### config.mk
export PLATFORM = sky130hd
export DESIGN_NAME = smtc_ctrl
export DESIGN_NICKNAME = d
export VERILOG_FILES = /design/src/rtl/smtc_pkg.sv /design/src/rtl/smtc_ctrl.sv
export SDC_FILE = /design/constraint.sdc
export NUM_CORES = 1
export LEC_CHECK = 0
export ABC_AREA = 1
export ABC_CLOCK_PERIOD_IN_PS = 2230
export BUFFER_PORTS_ARGS = -buffer_cell sky130_fd_sc_hd__buf_2
export CORE_UTILIZATION = 50
export DETAILED_ROUTE_END_ITERATION = 16
export GPL_ROUTABILITY_DRIVEN = 1
export PLACE_DENSITY = 0.81
export SYNTH_ARGS = -nofsm -noshare
export SYNTH_HDL_FRONTEND = slang
export SYNTH_SLANG_ARGS = --single-unit
### constraint.sdc
create_clock -name clk -period 2.23 [get_ports clk]
set_input_delay 0.3345 -clock clk [delete_from_list [all_inputs] [get_ports clk]]
set_output_delay 0.3345 -clock clk [all_outputs]
set_load 0.1 [all_outputs]
### src/rtl/smtc_pkg.sv
`timescale 1ns / 1ps
package smtc_pkg;

  localparam int MEM_BYTES_DEF = 32768;
  localparam int NUM_REGS      = 8;
  localparam int RIDX_W        = 3;

  localparam logic [3:0] OP_HALT = 4'd0;
  localparam logic [3:0] OP_MOVE = 4'd1;
  localparam logic [3:0] OP_ADD  = 4'd2;
  localparam logic [3:0] OP_SUB  = 4'd3;
  localparam logic [3:0] OP_MUL  = 4'd4;
  localparam logic [3:0] OP_DIV  = 4'd5;
  localparam logic [3:0] OP_AND  = 4'd6;
  localparam logic [3:0] OP_OR   = 4'd7;
  localparam logic [3:0] OP_NOT  = 4'd8;
  localparam logic [3:0] OP_CMP  = 4'd9;
  localparam logic [3:0] OP_JUMP = 4'd10;
  localparam logic [3:0] OP_IN   = 4'd11;
  localparam logic [3:0] OP_OUT  = 4'd12;

  localparam logic [1:0] FLAG_EQ = 2'd0;
  localparam logic [1:0] FLAG_GT = 2'd1;
  localparam logic [1:0] FLAG_LT = 2'd2;

  localparam logic [3:0] COND_ALWAYS = 4'd0;
  localparam logic [3:0] COND_EQ     = 4'd1;
  localparam logic [3:0] COND_GT     = 4'd2;
  localparam logic [3:0] COND_LT     = 4'd3;

  localparam logic [1:0] SRC_IMM  = 2'd0;
  localparam logic [1:0] SRC_REG  = 2'd1;
  localparam logic [1:0] SRC_ZERO = 2'd2;

  typedef struct packed {
    logic              load;
    logic              clr;
    logic              op_we;
    logic              op_b;
    logic [1:0]        osrc;
    logic [RIDX_W-1:0] ridx;
    logic              wrap_load;
    logic              wrap_step;
    logic              rd;
    logic              rd_lo;
    logic              cap_hi;
    logic              cap_lo;
    logic              exec;
    logic              mul_fin;
    logic              div_start;
    logic              div_step;
    logic              div_fin;
    logic              set_derr;
    logic              reg_we;
    logic [RIDX_W-1:0] widx;
    logic              mem_we;
    logic              mem_lo;
    logic              pc_start;
    logic              finish;
  } smtc_cmd_t;

  typedef struct packed {
    logic [3:0] func;
    logic [3:0] dsel;
    logic [3:0] ssel;
    logic       b_zero;
    logic       wrap_done;
    logic       div_done;
    logic       clr_last;
  } smtc_sts_t;

endpackage

### src/rtl/smtc_ctrl.sv
`timescale 1ns / 1ps
module smtc_ctrl import smtc_pkg::*; (
  input  logic      clk,
  input  logic      rst,
  input  logic      in_valid,
  input  logic      res_ready,
  input  smtc_sts_t sts,
  output smtc_cmd_t cmd,
  output logic      in_ready,
  output logic      res_valid
);

  localparam logic [3:0] S_CLEAR = 4'd0;
  localparam logic [3:0] S_IDLE  = 4'd1;
  localparam logic [3:0] S_SA    = 4'd2;
  localparam logic [3:0] S_SB    = 4'd3;
  localparam logic [3:0] S_WRAP  = 4'd4;
  localparam logic [3:0] S_RDH   = 4'd5;
  localparam logic [3:0] S_RDL   = 4'd6;
  localparam logic [3:0] S_RDC   = 4'd7;
  localparam logic [3:0] S_EXEC  = 4'd8;
  localparam logic [3:0] S_MULF  = 4'd9;
  localparam logic [3:0] S_DIV   = 4'd10;
  localparam logic [3:0] S_WB    = 4'd11;
  localparam logic [3:0] S_WRH   = 4'd12;
  localparam logic [3:0] S_WRL   = 4'd13;
  localparam logic [3:0] S_PCS   = 4'd14;
  localparam logic [3:0] S_FIN   = 4'd15;

  localparam logic [1:0] M_A  = 2'd0;
  localparam logic [1:0] M_B  = 2'd1;
  localparam logic [1:0] M_ST = 2'd2;
  localparam logic [1:0] M_PC = 2'd3;

  localparam logic [1:0] D_NONE = 2'd0;
  localparam logic [1:0] D_REG  = 2'd1;
  localparam logic [1:0] D_MEM  = 2'd2;

  logic [3:0] state, state_next;
  logic [1:0] mode, mode_next;
  logic       res_valid_next;

  logic       d_reg, d_mem, s_reg, s_mem, d_any, s_any;
  logic       alu_op, need_a, need_b;
  logic [1:0] dkind;
  logic [RIDX_W-1:0] didx;
  logic [3:0] cur_sel;
  logic       slot_free;

  assign d_reg = sts.dsel >= 4'd1 && sts.dsel <= 4'd4;
  assign d_mem = sts.dsel >= 4'd5 && sts.dsel <= 4'd8;
  assign s_reg = sts.ssel >= 4'd1 && sts.ssel <= 4'd4;
  assign s_mem = sts.ssel >= 4'd5 && sts.ssel <= 4'd8;
  assign d_any = d_reg || d_mem;
  assign s_any = s_reg || s_mem;
  assign alu_op = sts.func >= OP_ADD && sts.func <= OP_OR;

  assign need_a = alu_op || sts.func == OP_CMP ||
                  ((sts.func == OP_NOT || sts.func == OP_OUT) && d_any);
  assign need_b = alu_op || sts.func == OP_CMP ||
                  (sts.func == OP_NOT && sts.dsel == 4'd0 && s_any) ||
                  (sts.func == OP_MOVE && d_any && s_any);

  assign cur_sel   = (state == S_SB) ? sts.ssel : sts.dsel;
  assign slot_free = !res_valid || res_ready;
  assign in_ready  = state == S_IDLE;

  always_comb begin
    dkind = D_NONE;
    didx  = RIDX_W'(sts.dsel - 4'd1);
    if (sts.func == OP_MOVE && d_any) begin
      if (sts.ssel == 4'd0 || s_mem) begin
        dkind = D_REG;
      end else if (s_reg) begin
        dkind = D_MEM;
      end
    end else if (alu_op || sts.func == OP_IN) begin
      if (d_reg) begin
        dkind = D_REG;
      end else if (d_mem) begin
        dkind = D_MEM;
      end
    end else if (sts.func == OP_NOT) begin
      if (d_any) begin
        dkind = D_REG;
      end else if (sts.dsel == 4'd0 && s_any) begin
        dkind = D_MEM;
        didx  = RIDX_W'(sts.ssel - 4'd1);
      end
    end
  end

  always_comb begin
    cmd            = '0;
    state_next     = state;
    mode_next      = mode;
    res_valid_next = res_valid && !res_ready;
    unique case (state)
      S_CLEAR: begin
        cmd.clr = 1'b1;
        if (sts.clr_last) begin
          state_next = S_IDLE;
        end
      end
      S_IDLE: begin
        if (in_valid) begin
          cmd.load   = 1'b1;
          state_next = S_SA;
        end
      end
      S_SA, S_SB: begin
        if ((state == S_SA) ? need_a : need_b) begin
          cmd.ridx = RIDX_W'(cur_sel - 4'd1);
          cmd.op_b = state == S_SB;
          if (cur_sel >= 4'd5 && cur_sel <= 4'd8) begin
            cmd.wrap_load = 1'b1;
            mode_next     = (state == S_SB) ? M_B : M_A;
            state_next    = S_WRAP;
          end else begin
            cmd.op_we = 1'b1;
            if (cur_sel == 4'd0) begin
              cmd.osrc = SRC_IMM;
            end else if (cur_sel <= 4'd4) begin
              cmd.osrc = SRC_REG;
            end else begin
              cmd.osrc = SRC_ZERO;
            end
            state_next = (state == S_SB) ? S_EXEC : S_SB;
          end
        end else begin
          state_next = (state == S_SB) ? S_EXEC : S_SB;
        end
      end
      S_WRAP: begin
        if (sts.wrap_done) begin
          unique case (mode)
            M_A, M_B: state_next = S_RDH;
            M_ST:     state_next = S_WRH;
            M_PC:     state_next = S_FIN;
            default:  state_next = S_FIN;
          endcase
        end else begin
          cmd.wrap_step = 1'b1;
        end
      end
      S_RDH: begin
        cmd.rd     = 1'b1;
        state_next = S_RDL;
      end
      S_RDL: begin
        cmd.cap_hi = 1'b1;
        cmd.rd     = 1'b1;
        cmd.rd_lo  = 1'b1;
        state_next = S_RDC;
      end
      S_RDC: begin
        cmd.cap_lo = 1'b1;
        cmd.op_b   = mode == M_B;
        state_next = (mode == M_B) ? S_EXEC : S_SB;
      end
      S_EXEC: begin
        if (sts.func == OP_DIV) begin
          if (sts.b_zero) begin
            cmd.set_derr = 1'b1;
            state_next   = S_PCS;
          end else begin
            cmd.div_start = 1'b1;
            state_next    = S_DIV;
          end
        end else begin
          cmd.exec   = 1'b1;
          state_next = (sts.func == OP_MUL) ? S_MULF : S_WB;
        end
      end
      S_MULF: begin
        cmd.mul_fin = 1'b1;
        state_next  = S_WB;
      end
      S_DIV: begin
        if (sts.div_done) begin
          cmd.div_fin = 1'b1;
          state_next  = S_WB;
        end else begin
          cmd.div_step = 1'b1;
        end
      end
      S_WB: begin
        cmd.widx = didx;
        cmd.ridx = didx;
        unique case (dkind)
          D_REG: begin
            cmd.reg_we = 1'b1;
            state_next = S_PCS;
          end
          D_MEM: begin
            cmd.wrap_load = 1'b1;
            mode_next     = M_ST;
            state_next    = S_WRAP;
          end
          default: state_next = S_PCS;
        endcase
      end
      S_WRH: begin
        cmd.mem_we = 1'b1;
        state_next = S_WRL;
      end
      S_WRL: begin
        cmd.mem_we = 1'b1;
        cmd.mem_lo = 1'b1;
        state_next = S_PCS;
      end
      S_PCS: begin
        cmd.pc_start = 1'b1;
        mode_next    = M_PC;
        state_next   = S_WRAP;
      end
      S_FIN: begin
        if (slot_free) begin
          cmd.finish     = 1'b1;
          res_valid_next = 1'b1;
          state_next     = S_IDLE;
        end
      end
      default: state_next = S_IDLE;
    endcase
  end

  always_ff @(posedge clk) begin
    if (rst) begin
      state     <= S_CLEAR;
      mode      <= M_A;
      res_valid <= 1'b0;
    end else begin
      state     <= state_next;
      mode      <= mode_next;
      res_valid <= res_valid_next;
    end
  end

endmodule

==> out/summary.log, run 1 <==
INFO  cts            cts-root-buf=sky130_fd_sc_hd__clkbuf_4
INFO  synthesis      synth_xor_xnor_area_share=0.0130
INFO  synthesis      adder_cell_fraction_of_synth_area=0.0741
INFO  die            floorplan.die.width=54.0um
INFO  cts            postCtsHoldBufs=0
INFO  synthesis      post_synth.cell_area_avg=5.49squm
INFO  cts            postCtsSetupRepairBufs=14
INFO  synthesis      synth-seq-area-share=0.104
INFO  die            floorplan.io_pins=51
INFO  place          detailed_place_hpwl=4.44mm
INFO  cts            ctsLongestPathBuffers=2
INFO  cts            post_cts.resized_instances=30
INFO  die            die_y=54.0um
INFO  status         status=aborted with a tool error
INFO  synthesis      synth_mux_area_frac=0
INFO  die            initial_utilization=0.535
INFO  place          placement.io_buffers=50
INFO  cts            cts.htree.levels=1
INFO  synthesis      syn_inst=246
INFO  status         last-stage-reached=clock tree synthesis (4_1_cts)
INFO  synthesis      synth_area_leader_cell=sky130_fd_sc_hd__nand2_1
INFO  synthesis      yosys_register_bits=7
INFO  synthesis      synth_top_area_frac=0.131
INFO  synthesis      ys.warnings.count=0
INFO  cts            tritoncts_num_sinks=7
INFO  synthesis      synth_compound_area_frac=0.149
INFO  synthesis      yosys-top-cells-area=sky130_fd_sc_hd__nand2_1, sky130_fd_sc_hd__nor2_1, sky130_fd_sc_hd__inv_1, sky130_fd_sc_hd__dfxtp_1, sky130_fd_sc_hd__ha_1
INFO  synthesis      synth_area=0.00135sqmm
INFO  synthesis      ys_types=34
INFO  synthesis      synth_top_family_by_area=simple AND/OR/NAND/NOR gates
INFO  die            floorplan.rows=18
INFO  status         tool_error=[ERROR DPL-0038] Utilization greater than 100%, impossible to legalize
INFO  synthesis      postSynthNetCount=274
INFO  place          gp_congestion=0.984
INFO  synthesis      synthSimpleGateAreaFrac=0.512
INFO  cts            cts_made_buffers=3
stage by stage:
step                instances  setup WS [ns]  cell area, sq um
floorplan                 246         -0.417              1620
global placement          355         -0.109              2320
detailed placement        355         -0.174              2320
logic make-up after synthesis:
group,Yosys count
DFF,7
xor gates and xnor gates,2
AOI/OAI and AO/OA,34
buffers and inverters,51
and+or+nand+nor,144
adders and majority gates,8
synthesized netlist by cell type:
cell,instances
sky130_fd_sc_hd__nor4_1,3
sky130_fd_sc_hd__and3_1,2
sky130_fd_sc_hd__nor2_2,6
sky130_fd_sc_hd__ha_1,8
sky130_fd_sc_hd__a21oi_1,9
sky130_fd_sc_hd__o21bai_1,1
sky130_fd_sc_hd__inv_1,43
sky130_fd_sc_hd__nand3_1,14
sky130_fd_sc_hd__o21ai_0,10
sky130_fd_sc_hd__o22ai_1,2
sky130_fd_sc_hd__a31oi_1,1
sky130_fd_sc_hd__or2_1,1
sky130_fd_sc_hd__nor2_4,4
sky130_fd_sc_hd__inv_2,6
sky130_fd_sc_hd__nand2_4,2
sky130_fd_sc_hd__nand2_1,47
sky130_fd_sc_hd__nor2_1,47
sky130_fd_sc_hd__a211oi_1,1
sky130_fd_sc_hd__o21ai_2,2
sky130_fd_sc_hd__dfxtp_1,7
sky130_fd_sc_hd__xor2_1,1
sky130_fd_sc_hd__o2111ai_1,2
sky130_fd_sc_hd__clkinv_4,1
sky130_fd_sc_hd__a311oi_1,1
sky130_fd_sc_hd__o21ai_1,4
sky130_fd_sc_hd__a31o_2,1
sky130_fd_sc_hd__nand2_8,1
sky130_fd_sc_hd__xnor2_1,1
sky130_fd_sc_hd__nand2_2,5
sky130_fd_sc_hd__nor3_2,1
sky130_fd_sc_hd__nand4_1,3
sky130_fd_sc_hd__buf_4,1
sky130_fd_sc_hd__nand3_2,1
sky130_fd_sc_hd__nor3_1,7
==> run 2: changes to the inputs <==
- CORE_UTILIZATION: 50 -> 35
- PLACE_DENSITY: 0.81 -> unset
- PLACE_DENSITY_LB_ADDON: unset -> 0.15
==> out/summary.log, run 2 <==
INFO  setup_path     start_of_the_worst_register_to_register_path=state[3]
INFO  synthesis      ys_types=34
INFO  cells_and_area ant_diodes=0
INFO  die            floorplan.rows=22
INFO  cts            path_clk_slew=0.04ns
INFO  cells_and_area final_nets=376
INFO  synthesis      yosys_register_bits=7
INFO  routing        detail_route.vias_per_cell=5.13
INFO  cts            cts_made_buffers=3
INFO  setup_path     worst_setup_path_start_kind=input port
INFO  routing        firstDrtPassIters=5
INFO  flow_run       drv.max_cap_violation_count=0
INFO  synthesis      syn_inst=246
INFO  worst_hold_path hold_path_depth=2
INFO  setup_path     rrSetupSlack=0.02ns
INFO  setup_path     path_class=in -> out
INFO  sta            timing.final.hold_violations=0
INFO  cells_and_area largest_register=state
INFO  setup_path     crit_required=1.90ns
INFO  die            floorplan.die.width=64.1um
INFO  synthesis      synth-edff-count=0
INFO  cells_and_area fin_area=0.00283sqmm
INFO  setup_path     setup.worst_path.end_class=output pin
INFO  synthesis      post_synth.cell_area_avg=5.49squm
INFO  place          gp_congestion=0.945
INFO  global_route   grt_antenna_before_repair=0
INFO  sta            max_freq=420MHz
INFO  sta            min_period_over_period=1.07
INFO  cells_and_area final_common_cell=sky130_fd_sc_hd__buf_4
INFO  cells_and_area multiInputGateArea=0.00148sqmm
INFO  power          static-leakage-power=0.00131uW
INFO  power          worst_vdd_rail_ir_drop=361uV
INFO  cells_and_area most-common-layout-cells=sky130_fd_sc_hd__buf_4, sky130_fd_sc_hd__inv_1, sky130_fd_sc_hd__buf_2
INFO  cells_and_area final.fill_count=256
INFO  power          pwr_density_cell=613mW/mm^2
INFO  sta            hold_ws=0.322ns
INFO  cts            cts_tree=done
INFO  cells_and_area seq_area=145squm
INFO  synthesis      postSynthNetCount=274
INFO  sta            post-route-worst-setup-slack=-0.153ns
INFO  synthesis      synth-seq-area-share=0.104
INFO  synthesis      async_sr_flop_fraction=0
INFO  sta            setup_viol_count_final=10
INFO  sta            slew_headroom=0.673
INFO  synthesis      yosys-top-cells-area=sky130_fd_sc_hd__nand2_1, sky130_fd_sc_hd__nor2_1, sky130_fd_sc_hd__inv_1, sky130_fd_sc_hd__dfxtp_1, sky130_fd_sc_hd__ha_1
INFO  routing        drtAntennaViolNets=0
INFO  status         status=finished with violations
INFO  synthesis      synth_area_leader_cell=sky130_fd_sc_hd__nand2_1
INFO  worst_hold_path min_delay_worst_endpoint=state[1]
INFO  die            coreArea=0.00369sqmm
INFO  cells_and_area syn_to_final_growth=110%
INFO  setup_path     crit-reg2reg-capture=mode[0]
INFO  cells_and_area utilization=0.768
INFO  die            initial_utilization=0.366
INFO  cells_and_area layout.cells.non_filler=395
INFO  global_route   grt.overflow.total=0
INFO  cts            clock_latency=0.23ns
INFO  routing        vias=2,025
INFO  place          placement.io_buffers=50
INFO  setup_path     arrival=2.05ns
INFO  sta            fin_crit=2.38ns
INFO  cells_and_area largest_register_ff_count=4
INFO  cts            ctsLongestPathBuffers=2
INFO  routing        routed_wire_length_per_instance=14.6um
INFO  global_route   largest_net_degree_at_the_start_of_global_routing=7
INFO  die            dieArea=0.00411sqmm
INFO  cts            cts.htree.levels=1
INFO  global_route   groute.usage.overall=0.219
INFO  sta            finalClockSkew=0.00546ns
INFO  synthesis      dominantRegCellSynth=sky130_fd_sc_hd__dfxtp_1
INFO  synthesis      ys.warnings.count=0
INFO  place          placedInstanceArea=0.00238sqmm
INFO  sta            unrepaired_setup_endpoints_after_global_routing=true
INFO  sta            fin_tns_setup=-0.838ns
INFO  routing        drt_iter0_drc=142
INFO  global_route   first_global_vias=1,642
INFO  setup_path     reg2regPathDepth=18
INFO  worst_hold_path timing.hold.worst.class=in -> reg
INFO  place          number_of_cells_after_detailed_placement=375
INFO  sta            tightest_slew=0.487ns
INFO  cts            tritoncts_num_sinks=7
INFO  global_route   grt_first_pass_wirelength=7.25mm
INFO  worst_hold_path worstHoldStart=rst
INFO  setup_path     critPathMaxFanout=4
INFO  synthesis      synth_area=0.00135sqmm
INFO  die            floorplan.io_pins=51
INFO  cells_and_area fraction_of_final_layout_cells_with_drive_strength_greater_than_1=0.608
INFO  routing        drt_drc_violations_left=0
INFO  sta            report.final.slew_viol_count=0
INFO  routing        postRouteWirelength=5.78mm
INFO  status         violated_checks=setup timing
INFO  cells_and_area reg_top3=state (4), mode (2), res_valid (1)
INFO  synthesis      synthTopCellsByCount=sky130_fd_sc_hd__nand2_1, sky130_fd_sc_hd__nor2_1, sky130_fd_sc_hd__inv_1
INFO  die            die_y=64.1um
INFO  cts            cts-root-buf=sky130_fd_sc_hd__clkbuf_8
INFO  place          detailed_place_hpwl=3.62mm
INFO  synthesis      synth_top_area_frac=0.131
run 2: cell counts after synthesis:
No cell type changed its count.
run 2: power breakdown:
| group | leakage, uW | switching, uW | internal [uW] |
|---|---|---|---|
| Combinational | 0.00123 | 925 | 442 |
| Sequential | 0.0000587 | 33.3 | 160 |
| Clock | 0.0000228 | 52.9 | 123 |
run 2: area by class of cell:
class | count | area share
inverters | 50 | 0.0800
multi-input cells | 188 | 0.523
well taps | 48 | 0.0212
repair buffers | 98 | 0.308
clock buffers | 4 | 0.0159
flip-flops and latches | 7 | 0.0513
run 2: how the worst max path moves through the flow:
stage,from,end,slack (ns),cells past startpoint
detailed placement,sts[4],cmd[20],-0.16,10
global route,sts[4],cmd[20],-0.23,14
floorplan,sts[4],cmd[23],-0.42,12
finish,sts[4],cmd[20],-0.15,14
global placement,sts[9],cmd[22],-0.10,15
CTS,state[2],cmd[23],-0.08,12
run 2: kinds of logic (layout without fill, tap and decap cells):
| family | after synthesis | after routing | synth area share |
|---|---|---|---|
| buffers and inverters | 51 | 152 | 0.148 |
| flip-flops | 7 | 7 | 0.104 |
| adder cells (fa/ha/maj) | 8 | 8 | 0.0741 |
| AND/OR/NAND/NOR | 144 | 144 | 0.512 |
| AO/OA/AOI/OAI | 34 | 34 | 0.149 |
| XOR/XNOR | 2 | 2 | 0.0130 |
run 2: through the flow:
stage | power, uW | setup slack (ns)
after floorplan | 1010 | -0.417
after global placement | 1320 | -0.101
after detailed placement | 1330 | -0.161
after CTS | 1570 | -0.0767
after global routing | 1830 | -0.235
final | 1740 | -0.153
run 2: per-layer routing:
layer  up-vias  routed length (um)  GRT usage
li1        982                   -          -
met1       902                2330      0.312
met2       115                2830      0.368
met3        26                 392     0.0125
met4         0                 227     0.0333
met5         -                   0          0
run 2: worst max-delay path, stage by stage:
cell	delay, ns
sky130_fd_sc_hd__buf_8	0.08
sky130_fd_sc_hd__clkinvlp_4	0.14
sky130_fd_sc_hd__ha_4	0.22
sky130_fd_sc_hd__inv_4	0.06
sky130_fd_sc_hd__nor2_4	0.04
sky130_fd_sc_hd__o21ai_2	0.14
sky130_fd_sc_hd__nor2_2	0.08
sky130_fd_sc_hd__nor2_1	0.10
sky130_fd_sc_hd__nand2_1	0.11
sky130_fd_sc_hd__nand2_4	0.13
sky130_fd_sc_hd__nand2_8	0.08
sky130_fd_sc_hd__buf_12	0.15
sky130_fd_sc_hd__o22ai_4	0.18
sky130_fd_sc_hd__buf_12	0.20
run 2: timing repair:
| item | 4_1_cts | 5_1_grt |
|---|---|---|
| setup buffers | 7 | 9 |
| hold buffers | 0 | 0 |
| pin swaps | 14 | 27 |
| endpoints found under the setup margin | 11 | 13 |
| gates resized for setup | 24 | 54 |
Note: power is estimated with default switching activity, not from simulation.
